===== config.mk =====
export PLATFORM = sky130hd
export DESIGN_NAME = byte_pattern_occurrence_counter
export DESIGN_NICKNAME = d
export VERILOG_FILES = /design/src/rtl/bpoc_pkg.sv /design/src/rtl/bpoc_cell.sv /design/src/rtl/bpoc_count.sv /design/src/rtl/byte_pattern_occurrence_counter.sv
export SDC_FILE = /design/constraint.sdc
export NUM_CORES = 1
export LEC_CHECK = 0
export CAP_MARGIN = 25
export CORE_ASPECT_RATIO = 1.25
export CORE_MARGIN = 8
export CORE_UTILIZATION = 55
export DETAILED_ROUTE_END_ITERATION = 8
export DONT_BUFFER_PORTS = 1
export GPL_TIMING_DRIVEN = 0
export PLACE_DENSITY = 0.73
export SETUP_SLACK_MARGIN = 0.2
export SYNTH_ARGS = -nofsm -noshare
export SYNTH_HDL_FRONTEND = slang
export SYNTH_HIERARCHICAL = 1
export SYNTH_SLANG_ARGS = --single-unit
export TNS_END_PERCENT = 5

===== constraint.sdc =====
create_clock -name clk -period 5.9 [get_ports clk]
set_input_delay 1.18 -clock clk [delete_from_list [all_inputs] [get_ports clk]]
set_output_delay 1.18 -clock clk [all_outputs]
set_load 0.05 [all_outputs]

===== src/rtl/bpoc_pkg.sv =====
// Shared types, constants and helpers for the byte pattern occurrence counter.
// Used by every module of the block; it depends on nothing else.
package bpoc_pkg;

  localparam int PATTERN_MAX = 8;
  localparam int COUNT_WIDTH = 16;

  localparam int BYTE_W    = 8;
  localparam int PAT_W     = 64;
  localparam int LEN_W     = 4;
  localparam int IDX_W     = (PATTERN_MAX > 1) ? $clog2(PATTERN_MAX) : 1;
  localparam int CFG_IDX_W = 2;

  localparam logic [LEN_W-1:0] SINCE_SAT = LEN_W'(15);

  localparam logic [CFG_IDX_W-1:0] REG_PATTERN_BYTES  = CFG_IDX_W'(0);
  localparam logic [CFG_IDX_W-1:0] REG_PATTERN_LENGTH = CFG_IDX_W'(1);

  localparam logic STATUS_OK    = 1'b0;
  localparam logic STATUS_SHORT = 1'b1;

  typedef logic [PATTERN_MAX-1:0][BYTE_W-1:0] pat_t;

  // Result of one buffer as seen by the output register.
  typedef struct packed {
    logic                   valid;
    logic [COUNT_WIDTH-1:0] count;
    logic                   status;
  } res_t;

  // A length of zero counts as one, anything beyond the window is clamped.
  function automatic logic [LEN_W-1:0] eff_len(input logic [LEN_W-1:0] raw);
    logic [LEN_W-1:0] n;
    n = raw;
    if (n == '0) begin
      n = LEN_W'(1);
    end
    if (n > LEN_W'(PATTERN_MAX)) begin
      n = LEN_W'(PATTERN_MAX);
    end
    return n;
  endfunction

endpackage


===== src/rtl/bpoc_cell.sv =====
// One window cell: holds one byte of the recent-byte window and compares the
// byte it takes on with the pattern byte for its position. Uses bpoc_pkg.
module bpoc_cell (
  input  logic                        clk,
  input  logic                        en,
  input  logic [bpoc_pkg::IDX_W-1:0]  idx,
  input  logic [bpoc_pkg::LEN_W-1:0]  len,
  input  bpoc_pkg::pat_t              pat,
  input  logic [bpoc_pkg::BYTE_W-1:0] din,
  output logic [bpoc_pkg::BYTE_W-1:0] dout,
  output logic                        hit
);

  logic [bpoc_pkg::BYTE_W-1:0] byte_r;
  logic [bpoc_pkg::LEN_W-1:0]  pos;

  // Window entry idx is compared with pattern byte len-1-idx.
  assign pos = len - bpoc_pkg::LEN_W'(idx) - bpoc_pkg::LEN_W'(1);

  always_comb begin
    if (bpoc_pkg::LEN_W'(idx) >= len) begin
      hit = 1'b1;
    end else begin
      hit = (din == pat[pos[bpoc_pkg::IDX_W-1:0]]);
    end
  end

  always_ff @(posedge clk) begin
    if (en) begin
      byte_r <= din;
    end
  end

  assign dout = byte_r;

endmodule


===== src/rtl/bpoc_count.sv =====
// Buffer counters: bytes in the buffer, bytes since the last counted match and
// the saturating match count; forms the result on the last byte. Uses bpoc_pkg.
module bpoc_count (
  input  logic                       clk,
  input  logic                       rst_n,
  input  logic                       accept,
  input  logic                       last,
  input  logic                       all_hit,
  input  logic [bpoc_pkg::LEN_W-1:0] len,
  output bpoc_pkg::res_t             res
);

  localparam logic [bpoc_pkg::COUNT_WIDTH-1:0] COUNT_MAX = '1;

  logic [bpoc_pkg::LEN_W-1:0]       bytes_in_r, bytes_in_nxt;
  logic [bpoc_pkg::LEN_W-1:0]       since_r, since_nxt;
  logic [bpoc_pkg::COUNT_WIDTH-1:0] matches_r, matches_nxt;
  logic [bpoc_pkg::LEN_W-1:0]       bytes_in_inc, since_inc;
  logic [bpoc_pkg::COUNT_WIDTH-1:0] matches_inc;
  logic                             match;

  always_comb begin
    bytes_in_inc = bytes_in_r;
    if (bytes_in_r < bpoc_pkg::SINCE_SAT) begin
      bytes_in_inc = bytes_in_r + bpoc_pkg::LEN_W'(1);
    end
    since_inc = since_r;
    if (since_r < bpoc_pkg::SINCE_SAT) begin
      since_inc = since_r + bpoc_pkg::LEN_W'(1);
    end

    // Greedy scan: a match counts only once a full pattern length has
    // arrived since the buffer start or the end of the previous match.
    match = all_hit && (since_inc >= len);

    matches_inc = matches_r;
    if (match && (matches_r != COUNT_MAX)) begin
      matches_inc = matches_r + bpoc_pkg::COUNT_WIDTH'(1);
    end

    res.valid  = accept && last;
    res.status = (bytes_in_inc < len) ? bpoc_pkg::STATUS_SHORT : bpoc_pkg::STATUS_OK;
    res.count  = (bytes_in_inc < len) ? '0 : matches_inc;

    bytes_in_nxt = bytes_in_r;
    since_nxt    = since_r;
    matches_nxt  = matches_r;
    if (accept) begin
      if (last) begin
        bytes_in_nxt = '0;
        since_nxt    = '0;
        matches_nxt  = '0;
      end else begin
        bytes_in_nxt = bytes_in_inc;
        since_nxt    = match ? '0 : since_inc;
        matches_nxt  = matches_inc;
      end
    end
  end

  always_ff @(posedge clk) begin
    if (!rst_n) begin
      bytes_in_r <= '0;
      since_r    <= '0;
      matches_r  <= '0;
    end else begin
      bytes_in_r <= bytes_in_nxt;
      since_r    <= since_nxt;
      matches_r  <= matches_nxt;
    end
  end

endmodule


===== src/rtl/byte_pattern_occurrence_counter.sv =====
// Byte pattern occurrence counter: counts non-overlapping pattern matches.
// One byte word is accepted every cycle while in_stall is low; the window compare
// runs across the cell chain in parallel and the counters update in the same cycle.
// The result appears on out_valid in the cycle after the last byte is accepted.
// A full output register holds off new bytes only while out_stall is high.
// Synchronous reset clears counters, pattern (zero) and length (one).
module byte_pattern_occurrence_counter (
  input  logic                             clk,
  input  logic                             rst_n,
  input  logic                             in_valid,
  output logic                             in_stall,
  input  logic [bpoc_pkg::BYTE_W-1:0]      in_data_byte,
  input  logic                             in_last_byte,
  output logic                             out_valid,
  input  logic                             out_stall,
  output logic [bpoc_pkg::COUNT_WIDTH-1:0] out_match_count,
  output logic                             out_status,
  input  logic                             cfg_valid,
  output logic                             cfg_ready,
  input  logic [bpoc_pkg::CFG_IDX_W-1:0]   cfg_index,
  input  logic [bpoc_pkg::PAT_W-1:0]       cfg_data
);

  logic [bpoc_pkg::PAT_W-1:0]       pattern_r;
  logic [bpoc_pkg::LEN_W-1:0]       length_r;
  logic [bpoc_pkg::LEN_W-1:0]       len;
  bpoc_pkg::pat_t                   pat;
  logic                             accept;
  logic [bpoc_pkg::BYTE_W-1:0]      chain [bpoc_pkg::PATTERN_MAX+1];
  logic [bpoc_pkg::PATTERN_MAX-1:0] hits;
  bpoc_pkg::res_t                   res;
  logic                             out_valid_r;
  logic [bpoc_pkg::COUNT_WIDTH-1:0] count_r;
  logic                             status_r;

  assign cfg_ready = 1'b1;

  always_ff @(posedge clk) begin
    if (!rst_n) begin
      pattern_r <= '0;
      length_r  <= bpoc_pkg::LEN_W'(1);
    end else if (cfg_valid) begin
      case (cfg_index)
        bpoc_pkg::REG_PATTERN_BYTES:  pattern_r <= cfg_data;
        bpoc_pkg::REG_PATTERN_LENGTH: length_r  <= cfg_data[bpoc_pkg::LEN_W-1:0];
        default: ;
      endcase
    end
  end

  assign len = bpoc_pkg::eff_len(length_r);
  assign pat = bpoc_pkg::pat_t'(pattern_r[bpoc_pkg::PATTERN_MAX*bpoc_pkg::BYTE_W-1:0]);

  assign in_stall = out_valid_r && out_stall;
  assign accept   = in_valid && !in_stall;

  assign chain[0] = in_data_byte;

  for (genvar j = 0; j < bpoc_pkg::PATTERN_MAX; j++) begin : g_cell
    bpoc_cell u_cell (
      .clk  (clk),
      .en   (accept),
      .idx  (bpoc_pkg::IDX_W'(j)),
      .len  (len),
      .pat  (pat),
      .din  (chain[j]),
      .dout (chain[j+1]),
      .hit  (hits[j])
    );
  end

  bpoc_count u_count (
    .clk     (clk),
    .rst_n   (rst_n),
    .accept  (accept),
    .last    (in_last_byte),
    .all_hit (&hits),
    .len     (len),
    .res     (res)
  );

  always_ff @(posedge clk) begin
    if (!rst_n) begin
      out_valid_r <= 1'b0;
    end else if (res.valid) begin
      out_valid_r <= 1'b1;
    end else if (!out_stall) begin
      out_valid_r <= 1'b0;
    end
  end

  always_ff @(posedge clk) begin
    if (res.valid) begin
      count_r  <= res.count;
      status_r <= res.status;
    end
  end

  assign out_valid       = out_valid_r;
  assign out_match_count = count_r;
  assign out_status      = status_r;

endmodule


# After elaboration in Yosys (flattened, before gate mapping)
# Index checks and enable logic that the tools add are counted.
[totals]
register_bits = 166
latch_bits = 0
ram_bits = 0
mem_bits_ro = 0
input_bits = 80
out_inout_bits = 20
word_cells = 111
mem_count = 0
[op_classes]
n_addsub = 17
multipliers = 0
div_mod_pow = 0
magnitude_cmp = 21
n_eq_ne = 11
shift = 0
muxes = 36
bitwise = 0
reduce_logical = 11
[ops]
columns = ["operator", "count"]
rows = [
  ["binary-select mux 8 bit (select 3 bit)", 8],
  ["equality test 8 bit", 8],
  ["two-way mux 8 bit", 8],
  ["< comparator 3 x 4 -> 1 bit, second input constant", 8],
  ["two-way mux 16 bit", 2],
  ["two-way mux 4 bit", 7],
  ["subtractor 3 x 1 -> 3 bit, second input constant", 8],
  ["adder 16 x 1 -> 16 bit, second input constant", 1],
  [">= comparator 3 x 4 -> 1 bit, first input constant", 4],
  ["inequality test 16 bit, second input constant", 1],
  ["subtractor 3 bit, second input constant", 4],
  ["two-way mux 1 bit", 11],
  ["adder 4 x 1 -> 4 bit, second input constant", 2],
  [">= comparator 1 x 4 -> 1 bit, first input constant", 2],
  [">= comparator 2 x 4 -> 1 bit, first input constant", 2],
  ["< comparator 4 bit, second input constant", 2],
  ["AND reduction 8 bit", 1],
  ["subtractor 3 x 2 -> 3 bit, second input constant", 2],
  ["logical AND 1 bit", 5],
  [">= comparator 4 bit", 1],
  ["> comparator 4 bit, second input constant", 1],
  ["zero test 4 bit", 1],
  ["< comparator 4 bit", 1],
  ["AND reduction 2 bit", 2],
  ["4 further kinds", 4],
]

# Logic depth before layout (Yosys ltp)
[depth]
word_depth = 15
mapped_depth = 20
mapped_depth_nobuf = 16

# Hierarchy
# The synthesis kept the hierarchy.
[by_module_without_submodules]
columns = ["mod", "instances", "cells_each", "area_per_inst_um2", "seq_area_each_um2"]
rows = [
  ["bpoc_cell", 8, 64, 975.9, 240.2],
  ["byte_pattern_occurrence_counter", 1, 325, 3384.5, 1891.8],
  ["bpoc_count", 1, 266, 1895.6, 480.5],
]

# Least setup slack after synthesis
# Ideal clock, no wire load.
[synth_path]
path_type = "input to register"
from = "input port out_stall"
to = "register u_count/matches_r[12] (netlist name)"
setup_time_ps = 74
arrival_time_ps = 5843
required_time_ps = 5826
setup_slack_ps = -17
cell_stages = 6
path_buffers = 1
cell_sequence = "and2_1 nor2b_1 nand2b_1 clkbuf_1 or4_1 a31oi_1"
[synth_between]
elab_chain_len = 3
[synth_rtl]
columns = ["item", "line", "source"]
rows = [
  ["start, declared", "byte_pattern_occurrence_counter.sv:15", "input logic out_stall,"],
  ["logical AND 1 bit", "byte_pattern_occurrence_counter.sv:54", "assign in_stall = out_valid_r && out_stall;"],
  ["zero test 1 bit", "byte_pattern_occurrence_counter.sv:55", "assign accept = in_valid && !in_stall;"],
  ["logical AND 1 bit", "byte_pattern_occurrence_counter.sv:55", ""],
  ["via accept", "byte_pattern_occurrence_counter.sv:28", "logic accept;"],
  ["end signal, assigned", "bpoc_count.sv:69", "matches_r <= matches_nxt;"],
  ["end, declared", "bpoc_count.sv:17", "logic [bpoc_pkg::COUNT_WIDTH-1:0] matches_r, matches_nxt;"],
]
# The timed path passes the listed nets, and every way through them passes these cells.
# A chain may end at the register's enable or synchronous reset.

# Final worst setup path
[layout_path]
from = "register length_r[1] (netlist name)"
to = "register count_r, in the netlist out_match_count[12], data pin"
[layout_between]
elab_chain_len = 14
elab_cells_between_ends = 64
classes_between = "14 x add/sub; 11 x order compare; 8 x eq/ne; 27 x mux; 4 x reduce/logical"
[layout_rtl]
columns = ["item", "line", "source"]
rows = [
  ["start, declared", "byte_pattern_occurrence_counter.sv:25", "logic [bpoc_pkg::LEN_W-1:0] length_r;"],
  ["start signal, assigned", "byte_pattern_occurrence_counter.sv:41", "length_r <= bpoc_pkg::LEN_W'(1);"],
  ["start signal, assigned", "byte_pattern_occurrence_counter.sv:45", "bpoc_pkg::REG_PATTERN_LENGTH: length_r <= cfg_data[bpoc_pkg::LEN_W-1:0];"],
  ["zero test 4 bit", "bpoc_pkg.sv:35", "if (n == '0) begin"],
  ["two-way mux 4 bit (*)", "bpoc_pkg.sv:35", ""],
  ["> comparator 4 bit", "bpoc_pkg.sv:38", "if (n > LEN_W'(PATTERN_MAX)) begin"],
  ["two-way mux 4 bit (*)", "bpoc_pkg.sv:38", ""],
  ["via len (one bit)", "byte_pattern_occurrence_counter.sv:26", "logic [bpoc_pkg::LEN_W-1:0] len;"],
  ["subtractor 3 x 1 -> 3 bit (2 in series)", "bpoc_cell.sv:18", "assign pos = len - bpoc_pkg::LEN_W'(idx) - bpoc_pkg::LEN_W'(1);"],
  ["binary-select mux 8 bit (select 3 bit)", "bpoc_cell.sv:24", "hit = (din == pat[pos[bpoc_pkg::IDX_W-1:0]]);"],
  ["two-way mux 8 bit (not written as such)", "bpoc_cell.sv:24", ""],
  ["equality test 8 bit", "bpoc_cell.sv:24", ""],
  ["two-way mux 1 bit (*)", "bpoc_cell.sv:21", "if (bpoc_pkg::LEN_W'(idx) >= len) begin"],
  ["via hits (one bit)", "byte_pattern_occurrence_counter.sv:30", "logic [bpoc_pkg::PATTERN_MAX-1:0] hits;"],
  ["AND reduction 8 bit (*)", "byte_pattern_occurrence_counter.sv:77", ".all_hit (&hits),"],
  ["logical AND 1 bit (*)", "bpoc_count.sv:34", "match = all_hit && (since_inc >= len);"],
  ["logical AND 1 bit (*)", "bpoc_count.sv:37", "if (match && (matches_r != COUNT_MAX)) begin"],
  ["two-way mux 16 bit (*)", "bpoc_count.sv:37", ""],
  ["end signal, assigned", "byte_pattern_occurrence_counter.sv:94", "count_r <= res.count;"],
  ["end, declared", "byte_pattern_occurrence_counter.sv:33", "logic [bpoc_pkg::COUNT_WIDTH-1:0] count_r;"],
]
# Mark *: on every way through the listed nets, which the timed path passes. The rest lies on a longest branch. The select of a mux whose other input is x is not followed.

==> summary.txt <==
Timing
  • Slew Limit Fails: 0
  • RSZ-0062 raised after global routing: false
  • Setup TNS: 0 ps
  • Slew HR: 45.14%
  • Hold_ws: 480.5 ps
  • # setup viols final: 0
  • Worst slew pin tran: 820.8 ps
  • Fmax: 182.6 MHz
  • Period minus WS final: 5477 ps
  • Final hold vios: 0
  • Worst Skew: 14.02 ps
  • Period utilization: 92.82%
  • Setup ws final: 423.4 ps

CTS
  • Clock buffer depth: 2
  • Clock net sink count: 166
  • Post-CTS Setup Repair Bufs: 0
  • Worst skew pair latency: 440 ps
  • Worst-path clk slew: 70 ps
  • H-tree depth: 4
  • CTS root buffer: clkbuf_16
  • CTS tree: done
  • TritonCTS Buffers: 17

Power and ir drop
  • P_leak: 5.529 nW
  • Power Dens Cells: 221.3 mW/mm^2
  • Tot Pwr: 3.126 mW
  • Peak VDD IR: 0.0002162 V

Floorplan
  • Chip Height: 186.9 microns
  • FP Rows: 62
  • I/O pins: 100
  • Die area: 0.02854 sq mm
  • Chip width: 152.7 microns
  • Core Area: 0.02296 sq mm
  • Starting density of the core: 55.95%

GRT
  • Largest net degree at the start of global routing: 33
  • Number of global-route vias before repair: 9,770
  • Initial antenna violation count: 0
  • Global-route wire length before repair: 54,700 microns
  • GRT Residual Overflow: 0
  • GRT Total Usage: 24.62%

Placed design
  • Placed insts: 1,420
  • Place WS: -85.02 ps
  • Placer Congestion: 0.9312
  • Input/output buffers: 0
  • DP Area: 0.01342 sq mm
  • Post-DP HPWL: 27,010 microns

Finish
  • Commonest non-fill, non-tap cell in the layout: nand2_1
  • Fill cells: 1,778
  • Most frequent cells in the layout: 161 x nand2_1, 128 x xor2_1, 93 x dfxtp_1
  • Fin util: 61.51%
  • Final net count: 1,282
  • Post-Layout Cell Count: 1,454
  • Fraction of layout cells with a size suffix above 1: 14.68%
  • Post-route cell area: 0.01412 sq mm
  • Area growth syn-to-layout: 9.933%

Synthesis
  • YS warnings: 6
  • Synthesized area per cell: 11.73 sq um
  • Mapped Cells: 1,095
  • Synth Cell Area: 0.01285 sq mm

Worst setup path
  • Arrival time of the worst setup path: 5620 ps
  • WP data required: 6050 ps
  • Critical Path Source Type: flip-flop
  • Crit-path max FO: 10
  • Setup Crit Path Kind: reg2reg
  • Crit. End Element: flip-flop

Route
  • Detailed-route DRC error count: 0
  • Vias: 9,569
  • DRT Wirelength: 35,170 microns
  • Routed Antenna Nets: 0
  • DR iter-0 viols: 910
  • DRT Pass-1 Iters: 8
  • Vias per std cell: 6.581
  • DR WL/cell: 24.19 microns

Hold path
  • Worst min-delay path class: reg2reg

Flow run
  • Max-cap violation count: 0

Run status
  • Status: completed
==> critical path, cell delays in order, from the launching register on <==
cell and delay [ps]:
dfxtp_1 380, nor2b_4 330, buf_6 190, inv_1 70, fa_1 540, clkbuf_1 310
buf_2 340, mux4_2 360, xor2_1 170, nor4_2 470, nand3_1 160, o221ai_2 100
nand4_1 160, nor2_1 100, o21ai_0 190, or2_2 340, clkbuf_1 240, clkbuf_1 340
o21ai_0 270, a21oi_1 120
==> metal layers <==
layer  up-vias  global-route usage (%)  share of wire (%)
met2       553                   41.36                 49
li1       4258                       -                  -
met5         -                       0                  0
met3       125                   5.270                8.7
met1      4633                   27.79                 36
met4         0                   16.67                7.0
==> layout make-up <==
cell class	count	area [sq um]	share of cell area [%]
antenna	1	2.502	0.01772
buffer	73	614.3	4.350
clock buffer	22	529.3	3.747
clock inverter	10	88.84	0.6290
inverter	42	157.7	1.116
multi-input combinational	845	8223	58.22
sequential	166	4054	28.70
tap	288	360.3	2.551
timing repair buffer	7	93.84	0.6644
==> sequential cells by signal, summed over array words and instances, names as in the netlist <==
signal,count
pat,64
g_cell.u_cell/dout,56
out_match_count,16
u_count/matches_r,16
length_r,4
u_count/bytes_in_r,4
u_count/since_r,4
out_status,1
out_valid,1
==> what timing repair did <==
| item | 4_1_cts | 5_1_grt |
|---|---|---|
| endpoints found under the setup margin | 29 | 23 |
| gates resized for setup | 8 | 14 |
| pin swaps | 0 | 0 |
| hold buffers | 0 | 0 |
==> final timing paths <==
path                     from                   to  slack [ps]  cells past startpoint
setup reg to reg  length_r[1]  out_match_count[12]         420                     19
hold reg to reg   length_r[2]          length_r[2]         480                      2
setup / recovery  length_r[1]  out_match_count[12]         420                     19
hold / removal    length_r[2]          length_r[2]         480                      2
==> power breakdown <==
| part | internal (mW) | switching, mW |
|---|---|---|
| Combinational | 0.294 | 0.315 |
| Clock | 0.654 | 0.508 |
| Sequential | 1.25 | 0.100 |
Power figures use the tool's default switching activity.
